===== config.mk =====
export PLATFORM = sky130hd
export DESIGN_NAME = tridiagonal_ldlt_factor
export DESIGN_NICKNAME = d
export VERILOG_FILES = /design/src/rtl/core/tldl_pkg.sv /design/src/rtl/core/tldl_divider.sv /design/src/rtl/core/tridiagonal_ldlt_factor.sv
export SDC_FILE = /design/constraint.sdc
export NUM_CORES = 2
export LEC_CHECK = 0
export ABC_AREA = 0
export BUFFER_PORTS_ARGS = -buffer_cell sky130_fd_sc_hd__buf_2
export CORE_AREA = 4 4 414 416
export DETAILED_ROUTE_END_ITERATION = 7
export DIE_AREA = 0 0 418 420
export SKIP_CTS_REPAIR_TIMING = 1
export SYNTH_ARGS = -nofsm -noshare
export SYNTH_HDL_FRONTEND = slang
export SYNTH_SLANG_ARGS = --single-unit

===== constraint.sdc =====
create_clock -name i_clk -period 24.2 [get_ports i_clk]
set_clock_uncertainty 0.2 [all_clocks]
set_input_delay 6.05 -clock i_clk [delete_from_list [all_inputs] [get_ports i_clk]]
set_output_delay 6.05 -clock i_clk [all_outputs]
set_load 0.02 [all_outputs]

===== src/rtl/core/tldl_pkg.sv =====
`timescale 1ns / 1ps
// ----------------------------------------------------------------------------
// tldl_pkg: shared types and constants for the tridiagonal LDL^T factor
// Transaction payload structs, value widths and fixed-point limits.
// ----------------------------------------------------------------------------
package tldl_pkg;

    localparam int VALUE_WIDTH = 32;
    localparam int FRAC_BITS   = 16;
    localparam int POS_WIDTH   = 17;
    localparam int PROD_WIDTH  = 2 * VALUE_WIDTH;

    localparam logic [POS_WIDTH-1:0] MAX_ROWS = POS_WIDTH'(65536);

    typedef logic signed [VALUE_WIDTH-1:0] t_value;
    typedef logic        [POS_WIDTH-1:0]   t_pos;

    localparam t_value VAL_MAX = {1'b0, {(VALUE_WIDTH-1){1'b1}}};
    localparam t_value VAL_MIN = {1'b1, {(VALUE_WIDTH-1){1'b0}}};

    typedef struct packed {
        t_value     diag_in;
        t_value     offdiag_in;
        logic       last_row;
    } t_in_item;

    typedef struct packed {
        t_value     pivot_out;
        t_value     mult_out;
        t_pos       fail_position;
        logic       last_out;
    } t_out_item;

endpackage


===== src/rtl/core/tldl_divider.sv =====
`timescale 1ns / 1ps
// ----------------------------------------------------------------------------
// tldl_divider: radix-2 restoring divider for the row multiplier
// Forms (num * 2^16) / den, den > 0, truncated toward zero and saturated.
// ----------------------------------------------------------------------------
module tldl_divider (
    input  logic            i_clk,
    input  logic            i_rst_n,
    input  logic            i_start,
    input  tldl_pkg::t_value i_num,
    input  tldl_pkg::t_value i_den,
    output logic            o_done,
    output tldl_pkg::t_value o_quot
);
    import tldl_pkg::*;

    localparam int CNT_WIDTH = $clog2(VALUE_WIDTH);

    typedef enum logic [2:0] {
        D_IDLE = 3'b001,
        D_RUN  = 3'b010,
        D_FIX  = 3'b100
    } t_div_state;

    t_div_state                 r_state, n_state;
    logic                       r_neg;
    logic                       r_ovf;
    logic [VALUE_WIDTH-1:0]     r_den;
    logic [VALUE_WIDTH-1:0]     r_rem;
    logic [VALUE_WIDTH-1:0]     r_shift;
    logic [CNT_WIDTH-1:0]       r_cnt;

    logic [VALUE_WIDTH-1:0]     w_mag;
    logic                       w_ovf;
    logic [VALUE_WIDTH:0]       w_trial;
    logic                       w_ge;
    logic [VALUE_WIDTH:0]       w_sub;

    assign w_mag   = i_num[VALUE_WIDTH-1] ? (~i_num + 1'b1) : i_num;
    assign w_ovf   = {FRAC_BITS'(0), w_mag} >= {i_den, FRAC_BITS'(0)};
    assign w_trial = {r_rem, r_shift[VALUE_WIDTH-1]};
    assign w_ge    = w_trial >= {1'b0, r_den};
    assign w_sub   = w_trial - {1'b0, r_den};

    always_comb begin
        n_state = r_state;
        case (r_state)
            D_IDLE: begin
                if (i_start) begin
                    n_state = w_ovf ? D_FIX : D_RUN;
                end
            end
            D_RUN: begin
                if (r_cnt == CNT_WIDTH'(VALUE_WIDTH - 1)) begin
                    n_state = D_FIX;
                end
            end
            D_FIX:   n_state = D_IDLE;
            default: n_state = D_IDLE;
        endcase
    end

    always_ff @(posedge i_clk) begin
        if (!i_rst_n) begin
            r_state <= D_IDLE;
        end else begin
            r_state <= n_state;
        end
    end

    always_ff @(posedge i_clk) begin
        if (r_state == D_IDLE && i_start) begin
            r_neg   <= i_num[VALUE_WIDTH-1];
            r_ovf   <= w_ovf;
            r_den   <= i_den;
            r_rem   <= VALUE_WIDTH'(w_mag[VALUE_WIDTH-1:FRAC_BITS]);
            r_shift <= {w_mag[FRAC_BITS-1:0], FRAC_BITS'(0)};
            r_cnt   <= '0;
        end else if (r_state == D_RUN) begin
            r_rem   <= w_ge ? w_sub[VALUE_WIDTH-1:0] : w_trial[VALUE_WIDTH-1:0];
            r_shift <= {r_shift[VALUE_WIDTH-2:0], w_ge};
            r_cnt   <= r_cnt + 1'b1;
        end
    end

    always_comb begin
        if (r_ovf) begin
            o_quot = r_neg ? VAL_MIN : VAL_MAX;
        end else if (!r_neg) begin
            o_quot = r_shift[VALUE_WIDTH-1] ? VAL_MAX : r_shift;
        end else if (r_shift > VAL_MIN) begin
            o_quot = VAL_MIN;
        end else begin
            o_quot = ~r_shift + 1'b1;
        end
    end

    assign o_done = (r_state == D_FIX);

endmodule


===== src/rtl/core/tridiagonal_ldlt_factor.sv =====
`timescale 1ns / 1ps
// ----------------------------------------------------------------------------
// tridiagonal_ldlt_factor: streaming L*D*L^T factor of a tridiagonal matrix
// One transaction per matrix row in, one result transaction per row out.
// ----------------------------------------------------------------------------
// Input channel i_in_valid / o_in_stall carries one row (d_i, e_i, last flag);
// output channel o_out_valid / i_out_stall carries the pivot, the multiplier,
// the first failing row (0 while all pivots are positive) and the last flag.
// A row runs through a multiply step, a pivot step and, when a multiplier
// is needed, a radix-2 divider: 32 quotient steps and a fix-up step.
// When the quotient saturates before the loop, the quotient steps are skipped;
// o_in_stall is high while a row is in work, and a new row is accepted only
// after the previous one has left the output state.
// The output register holds a result until taken; a new row is accepted
// meanwhile, but its result waits while the receiver stalls.
// The state after the last row of a matrix returns to the reset state.
// Reset (i_rst_n low, synchronous) clears the sequencer, the output valid
// and the carried row state.
// ----------------------------------------------------------------------------
module tridiagonal_ldlt_factor (
    input  logic                 i_clk,
    input  logic                 i_rst_n,
    input  logic                 i_in_valid,
    output logic                 o_in_stall,
    input  tldl_pkg::t_in_item   i_in_data,
    output logic                 o_out_valid,
    input  logic                 i_out_stall,
    output tldl_pkg::t_out_item  o_out_data
);
    import tldl_pkg::*;

    typedef enum logic [4:0] {
        S_IDLE = 5'b00001,
        S_MUL  = 5'b00010,
        S_PIV  = 5'b00100,
        S_DIV  = 5'b01000,
        S_OUT  = 5'b10000
    } t_state;

    t_state                 r_state;
    t_in_item               r_item;
    t_pos                   r_pos;
    logic signed [PROD_WIDTH-1:0] r_prod;
    t_value                 r_pivot;
    t_value                 r_mult;
    t_value                 r_prev_mult;
    t_value                 r_prev_off;
    t_pos                   r_row_count;
    logic                   r_failed;
    t_pos                   r_failed_row;
    logic                   r_out_valid;
    t_out_item              r_out;

    logic signed [PROD_WIDTH-1:0] w_prod;
    logic signed [PROD_WIDTH-1:0] w_diff;
    t_value                 w_piv;
    logic                   w_div_start;
    logic                   w_div_done;
    t_value                 w_quot;
    logic                   w_out_free;
    t_value                 w_pass_mult;

    assign w_prod = r_prev_mult * r_prev_off;
    assign w_diff = $signed({{(PROD_WIDTH-VALUE_WIDTH){r_item.diag_in[VALUE_WIDTH-1]}},
                             r_item.diag_in}) - (r_prod >>> FRAC_BITS);

    always_comb begin
        if (w_diff > $signed({{(PROD_WIDTH-VALUE_WIDTH){1'b0}}, VAL_MAX})) begin
            w_piv = VAL_MAX;
        end else if (w_diff < $signed({{(PROD_WIDTH-VALUE_WIDTH){1'b1}}, VAL_MIN})) begin
            w_piv = VAL_MIN;
        end else begin
            w_piv = w_diff[VALUE_WIDTH-1:0];
        end
    end

    assign w_pass_mult = r_item.last_row ? '0 : r_item.offdiag_in;
    assign w_div_start = (r_state == S_PIV) && !r_failed && !r_item.last_row &&
                         !w_piv[VALUE_WIDTH-1] && (w_piv != '0);
    assign w_out_free  = !r_out_valid || !i_out_stall;

    tldl_divider u_divider (
        .i_clk   (i_clk),
        .i_rst_n (i_rst_n),
        .i_start (w_div_start),
        .i_num   (r_item.offdiag_in),
        .i_den   (w_piv),
        .o_done  (w_div_done),
        .o_quot  (w_quot)
    );

    always_ff @(posedge i_clk) begin
        if (!i_rst_n) begin
            r_state      <= S_IDLE;
            r_prev_mult  <= '0;
            r_prev_off   <= '0;
            r_row_count  <= '0;
            r_failed     <= 1'b0;
            r_failed_row <= '0;
            r_out_valid  <= 1'b0;
        end else begin
            if (r_state == S_OUT && w_out_free) begin
                r_out_valid <= 1'b1;
            end else if (r_out_valid && !i_out_stall) begin
                r_out_valid <= 1'b0;
            end
            case (r_state)
                S_IDLE: begin
                    if (i_in_valid) begin
                        r_state <= S_MUL;
                    end
                end
                S_MUL: begin
                    r_state <= S_PIV;
                end
                S_PIV: begin
                    if (r_failed) begin
                        r_state <= S_OUT;
                    end else if (w_piv[VALUE_WIDTH-1] || w_piv == '0) begin
                        r_failed     <= 1'b1;
                        r_failed_row <= r_pos;
                        r_state      <= S_OUT;
                    end else if (r_item.last_row) begin
                        r_state <= S_OUT;
                    end else begin
                        r_state <= S_DIV;
                    end
                end
                S_DIV: begin
                    if (w_div_done) begin
                        r_prev_mult <= w_quot;
                        r_prev_off  <= r_item.offdiag_in;
                        r_state     <= S_OUT;
                    end
                end
                S_OUT: begin
                    if (w_out_free) begin
                        r_state     <= S_IDLE;
                        if (r_item.last_row) begin
                            r_prev_mult  <= '0;
                            r_prev_off   <= '0;
                            r_row_count  <= '0;
                            r_failed     <= 1'b0;
                            r_failed_row <= '0;
                        end else begin
                            r_row_count <= r_pos;
                        end
                    end
                end
                default: r_state <= S_IDLE;
            endcase
        end
    end

    always_ff @(posedge i_clk) begin
        case (r_state)
            S_IDLE: begin
                if (i_in_valid) begin
                    r_item <= i_in_data;
                    r_pos  <= (r_row_count >= MAX_ROWS) ? MAX_ROWS : r_row_count + 1'b1;
                end
            end
            S_MUL: begin
                r_prod <= w_prod;
            end
            S_PIV: begin
                if (r_failed) begin
                    r_pivot <= r_item.diag_in;
                    r_mult  <= w_pass_mult;
                end else if (w_piv[VALUE_WIDTH-1] || w_piv == '0) begin
                    r_pivot <= w_piv;
                    r_mult  <= w_pass_mult;
                end else begin
                    r_pivot <= w_piv;
                    r_mult  <= '0;
                end
            end
            S_DIV: begin
                if (w_div_done) begin
                    r_mult <= w_quot;
                end
            end
            S_OUT: begin
                if (w_out_free) begin
                    r_out.pivot_out     <= r_pivot;
                    r_out.mult_out      <= r_mult;
                    r_out.fail_position <= r_failed ? r_failed_row : '0;
                    r_out.last_out      <= r_item.last_row;
                end
            end
            default: begin
                r_pivot <= r_pivot;
            end
        endcase
    end

    assign o_in_stall  = (r_state != S_IDLE);
    assign o_out_valid = r_out_valid;
    assign o_out_data  = r_out;

endmodule


Word-level counts from Yosys, hierarchy flattened
Cells that the tools add are included.
- order comparisons: 6
- multiplexer cells: 48
- multipliers: 1
- shifts and indexed selects: 0
- add/sub/neg operators: 6
- equal/unequal tests: 18
- reductions and logical operators: 29
- div/mod/pow operators: 0
- bitwise operators: 2
- operator list (kind ; count):
    $mux W32 ; 18
    $pmux W32 S2 ; 3
    $mux W17 ; 5
    $add A32 B1 Y32 const B ; 2
    $mul A32 B32 Y64 ; 1
    $not A32 Y32 ; 2
    $gt A49 B32 Y1 const B ; 1
    $lt A49 B32 Y1 const B ; 1
    $sub A32 B48 Y49 ; 1
    $ge A32 B48 Y1 ; 1
    $pmux W17 S2 ; 1
    $ge A33 B32 Y1 ; 1
    $gt A32 B32 Y1 const B ; 1
    $logic_not A32 Y1 ; 1
    $mux W16 ; 2
    $reduce_bool A32 Y1 ; 1
    $sub A32 B32 Y32 ; 1
    $mux W31 ; 1
    $mux W5 ; 6
    $pmux W5 S5 ; 1
    $add A17 B1 Y17 const B ; 1
    $ge A17 B17 Y1 const B ; 1
    $eq A5 B5 Y1 const B ; 2
    $reduce_bool A2 Y1 ; 5
    other kinds (22) ; 50
- bits of input ports: 69
- memories kept: 0
- latch bits: 0
- bits in writable memories: 0
- word-level logic and storage cells: 137
- bits in registers: 503
- output and inout bits: 84
- ROM bits: 0

Longest topological paths before layout
- depth in word-level cells: 9
- mapped depth: 31
- depth with buffers taken out: 30

By module
A second synthesis with hierarchy kept.
- cell total of the unflattened synthesis: 6263
- area total of the unflattened synthesis: 60981.0 um^2
- modules (own cells, without submodules) (module ; area an instance (um^2) ; instances ; cells each ; sequential area each (um^2)):
    tridiagonal_ldlt_factor ; 52864.5 ; 1 ; 5296 ; 10390.0
    tldl_divider ; 8116.5 ; 1 ; 967 ; 2782.7

Least setup slack after synthesis
Ideal clock, no wire load.
- kind: input port to flip-flop
- start: input port i_in_valid
- end: register r_item[0] (netlist bit) (enable)
- setup slack: 13944 ps
- data arrival time: 9530 ps
- setup time: 526 ps
- required time: 23474 ps
- path buffers: 0
- stages: 2
- path through: inv_1 -> nor2_1
- longest elaborated chain between the ends: 1
- RTL lines (element ; line ; RTL):
    start, declared ; tridiagonal_ldlt_factor.sv:23 ; input logic i_in_valid,
    $reduce_and A2 Y1 (no line) ; - ;
    end signal, assigned ; tridiagonal_ldlt_factor.sv:159 ; r_item <= i_in_data;
    end, declared ; tridiagonal_ldlt_factor.sv:41 ; t_in_item r_item;
Every way passes these cells.
A chain may end at the register's enable or synchronous reset.

Final worst setup path
- start: register r_prev_mult[11]
- end: register r_prod[63], data pin
- longest elaborated chain between the ends: 1
- RTL lines (element ; line ; RTL):
    start, declared ; tridiagonal_ldlt_factor.sv:46 ; t_value r_prev_mult;
    start signal, assigned ; tridiagonal_ldlt_factor.sv:131 ; r_prev_mult <= w_quot;
    $mul A32 B32 Y64 ; tridiagonal_ldlt_factor.sv:63 ; assign w_prod = r_prev_mult * r_prev_off;
    named net w_prod[63] ; tridiagonal_ldlt_factor.sv:54 ; logic signed [PROD_WIDTH-1:0] w_prod;
    end signal, assigned ; tridiagonal_ldlt_factor.sv:164 ; r_prod <= w_prod;
    end, declared ; tridiagonal_ldlt_factor.sv:43 ; logic signed [PROD_WIDTH-1:0] r_prod;
The timed path passes the listed nets, and every way through them passes these cells.

==> results.sh <==
export IMPL_crit_slowest_cell="a221oi_1"
export IMPL_synth_area_sq_um=60200
export IMPL_ir_drop_mv=0.0479
export IMPL_outcome="completed"
export IMPL_io_buffers=152
export IMPL_ys_seq_area_share_pct=21.9
export IMPL_synth_edf_count=342
export IMPL_crit_start="r_prev_mult[11]$_SDFFE_PN0P_"
export IMPL_die_x_um=418
export IMPL_required_ps=24360
export IMPL_timing_setup_tns_ps=0
export IMPL_cp_endpoint="r_prod[63]$_DFFE_PP_"
export IMPL_row_count=150
export IMPL_ys_flop_type="edfxtp_1"
export IMPL_ys_async_sr_fraction_pct=0
export IMPL_cts_root_buf="clkbuf_16"
export IMPL_drive_gt1_share_pct=7.18
export IMPL_hold_class="register to register"
export IMPL_nets=7631
export IMPL_gr_total_overflow=0
export IMPL_post_route_period_util_pct=41.5
export IMPL_initialDrtViolationCount=3096
export IMPL_path_class="register to register"
export IMPL_synth_nets=7651
export IMPL_clk_latency_ps=660
export IMPL_drt_pass1_iter_count=6
export IMPL_synth_cells=6216
export IMPL_syn_area_per_cell_sq_um=9.69
export IMPL_max_slew_margin_pct=17.9
export IMPL_drc=0
export IMPL_cts_htree_levels=2
export IMPL_detail_route_antenna_nets=0
export IMPL_cts_num_sinks=487
export IMPL_detailroute_via_count=43700
export IMPL_drv_cap=0
export IMPL_p_per_area_nw_per_um2=30.4
export IMPL_drt_wirelength_per_cell_um=20.9
export IMPL_routed_via_density=5.17
export IMPL_clock_path_buffers=3
export IMPL_start_kind="register"
export IMPL_grt_usage_pct=20.3
export IMPL_synthToLayoutAreaGrowth_pct=8.21
export IMPL_timing_rr_start="r_prev_mult[11]$_SDFFE_PN0P_"
export IMPL_antenna_found_initial=5
export IMPL_start_util_pct=36.0
export IMPL_cp_max_fo=18
export IMPL_ys_warn_count=0
export IMPL_finalMaxSlewViolations=0
export IMPL_critPathMaxStageDelay_ps=1020
export IMPL_wirelength_um=176000
export IMPL_arrival_ps=10190
export IMPL_gp_congestion=0.901
export IMPL_clk_pin_slew_ps=70
export IMPL_rrSetupSlack_ps=14170
export IMPL_grt_pass1_wl_um=275000
export IMPL_total_power_w=0.00198
export IMPL_cts_made_buffers=53
export IMPL_rsz0062_at_grt="no"
export IMPL_fp_dieArea_sq_um=176000
export IMPL_grt_max_degree=83
export IMPL_io_pins=153
export IMPL_tightest_slew_ps=1230
export IMPL_cts_tree="done"
export IMPL_setup_violations=0
export IMPL_die_h_um=420
export IMPL_r2r_end="r_prod[63]$_DFFE_PP_"
export IMPL_synth_distinct_cells=90
export IMPL_hold_ws_ps=206
export IMPL_crit_path_end_kind="register"
export IMPL_fin_crit_ps=10030
export IMPL_maxClockFrequency_ghz=0.0997
export IMPL_ys_seq_elements=487
export IMPL_leakage_nw=28.3
export IMPL_worstRegToRegCells=30
export IMPL_coreArea_sq_um=167000
export IMPL_place_hpwl_um=134000
export IMPL_grt_pass1_vias=46000
export IMPL_hold_viol=0
worst max-delay path: cells and delay by family (launching register included):
| family | cells | cell delay [ps] |
|---|---|---|
| adder cells (fa/ha/maj) | 9 | 4010 |
| AO/OA/AOI/OAI | 11 | 3790 |
| flip-flops | 1 | 790 |
| buffers and inverters | 8 | 770 |
| AND/OR/NAND/NOR | 1 | 140 |
| XOR/XNOR | 1 | 90 |
placed cells by master (no fill, tap or decap), types with 54 or more instances in the layout:
cell,count
a21oi_1,160
a22oi_1,62
and2_1,266
nor3_1,76
xor2_1,62
dfxtp_1,130
a21o_1,81
inv_1,1283
buf_2,151
nor2b_1,98
o21ai_0,126
nand2_1,935
buf_4,93
fa_1,1083
xnor2_1,103
nor2_1,148
edfxtp_1,342
ha_1,283
clkbuf_16,54
state kept, by name, summed over array words and instances (netlist names):
name	count
r_item	65
u_divider.r_neg	1
o_out_data	82
r_prod	48
r_row_count	17
u_divider.r_rem	32
r_prev_off	32
u_divider.r_state	3
o_out_valid	1
u_divider.r_ovf	1
u_divider.r_cnt	5
r_pivot	32
r_failed_row	17
r_failed	1
r_state	5
r_mult	32
u_divider.r_shift	32
u_divider.r_den	32
r_pos	17
r_prev_mult	32
final cells by class:
class | instances | area (sq um)
inverters | 1286 | 4830
well taps | 2204 | 2760
fillers | 16500 | 102000
clock buffers | 63 | 1390
flip-flops and latches | 487 | 13200
clock inverters | 37 | 527
multi-input cells | 4124 | 41000
diodes | 3 | 7.51
repair buffers | 244 | 1450
report_power, final:
part,switching [W],internal (W),leakage [nW]
registers,0.0000217,0.000902,4.32
clock network,0.000374,0.000515,0.910
logic,0.000109,0.0000607,23.1
total,0.000505,0.00148,28.3
worst min-delay path by stage:
stage / start / end / cells after the start
after detailed placement: r_mult[13]$_DFFE_PP_ / o_out_data[31]$_DFFE_PP_ / 0
after CTS: r_pivot[21]$_DFFE_PP_ / o_out_data[71]$_DFFE_PP_ / 0
after global routing: r_mult[15]$_DFFE_PP_ / o_out_data[33]$_DFFE_PP_ / 0
after global placement: r_mult[6]$_DFFE_PP_ / o_out_data[24]$_DFFE_PP_ / 0
final: r_pivot[3]$_DFFE_PP_ / o_out_data[53]$_DFFE_PP_ / 0
after floorplan: r_mult[0]$_DFFE_PP_ / o_out_data[18]$_DFFE_PP_ / 0
cells by family after synthesis:
group | share of synthesized area, %
buffers and inverters | 10.1
AO/OA/AOI/OAI | 8.41
adder cells (fa/ha/maj) | 41.9
flip-flops | 21.9
AND/OR/NAND/NOR | 13.7
XOR/XNOR | 2.40
multiplexers | 1.59
per-layer routing:
| layer | GRT usage [%] | part of all wire (%) |
|---|---|---|
| met5 | 0 | 0 |
| met1 | 26.9 | 41 |
| met4 | 7.90 | 4.2 |
| met2 | 34.0 | 48 |
| met3 | 2.53 | 6.2 |
synthesized netlist by cell type, drive strengths merged (16+ instances only):
cell type  count  area [sq um]
ha           283          3540
o21a          33           248
o21ai        158           798
clkbuf       284          1070
a31oi         25           156
and3          30           188
fa          1083         21700
nor2         152           573
nand4         37           231
xnor2        103           902
and2         267          1670
dfxtp        145          2900
or3           24           155
a21o          81           608
nand2b        31           194
mux2i         22           220
nand2        936          3520
xor2          62           543
nor3          76           380
a21oi        165           837
nand3         45           225
o211a         16           160
a32o          29           290
edfxtp       342         10300
buf           35           216
inv         1285          4820
a22oi         62           465
mux2          61           736
nor2b         98           613
o22ai         37           231
metrics by stage:
| step | instance area [sq um] | utilization [%] | instances | setup WS, ps |
|---|---|---|---|---|
| 6_report | 65200 | 39.0 | 8448 | 14170 |
| 4_1_cts | 65100 | 39.0 | 8445 | 14110 |
| 5_1_grt | 65100 | 39.0 | 8446 | 13660 |
| 3_5_place_dp | 63200 | 37.8 | 8345 | 14130 |
| 2_1_floorplan | 60200 | - | 6216 | 13940 |
| 3_3_place_gp | 63200 | 37.8 | 8345 | 14250 |
Note: power is estimated with default switching activity, not from simulation.
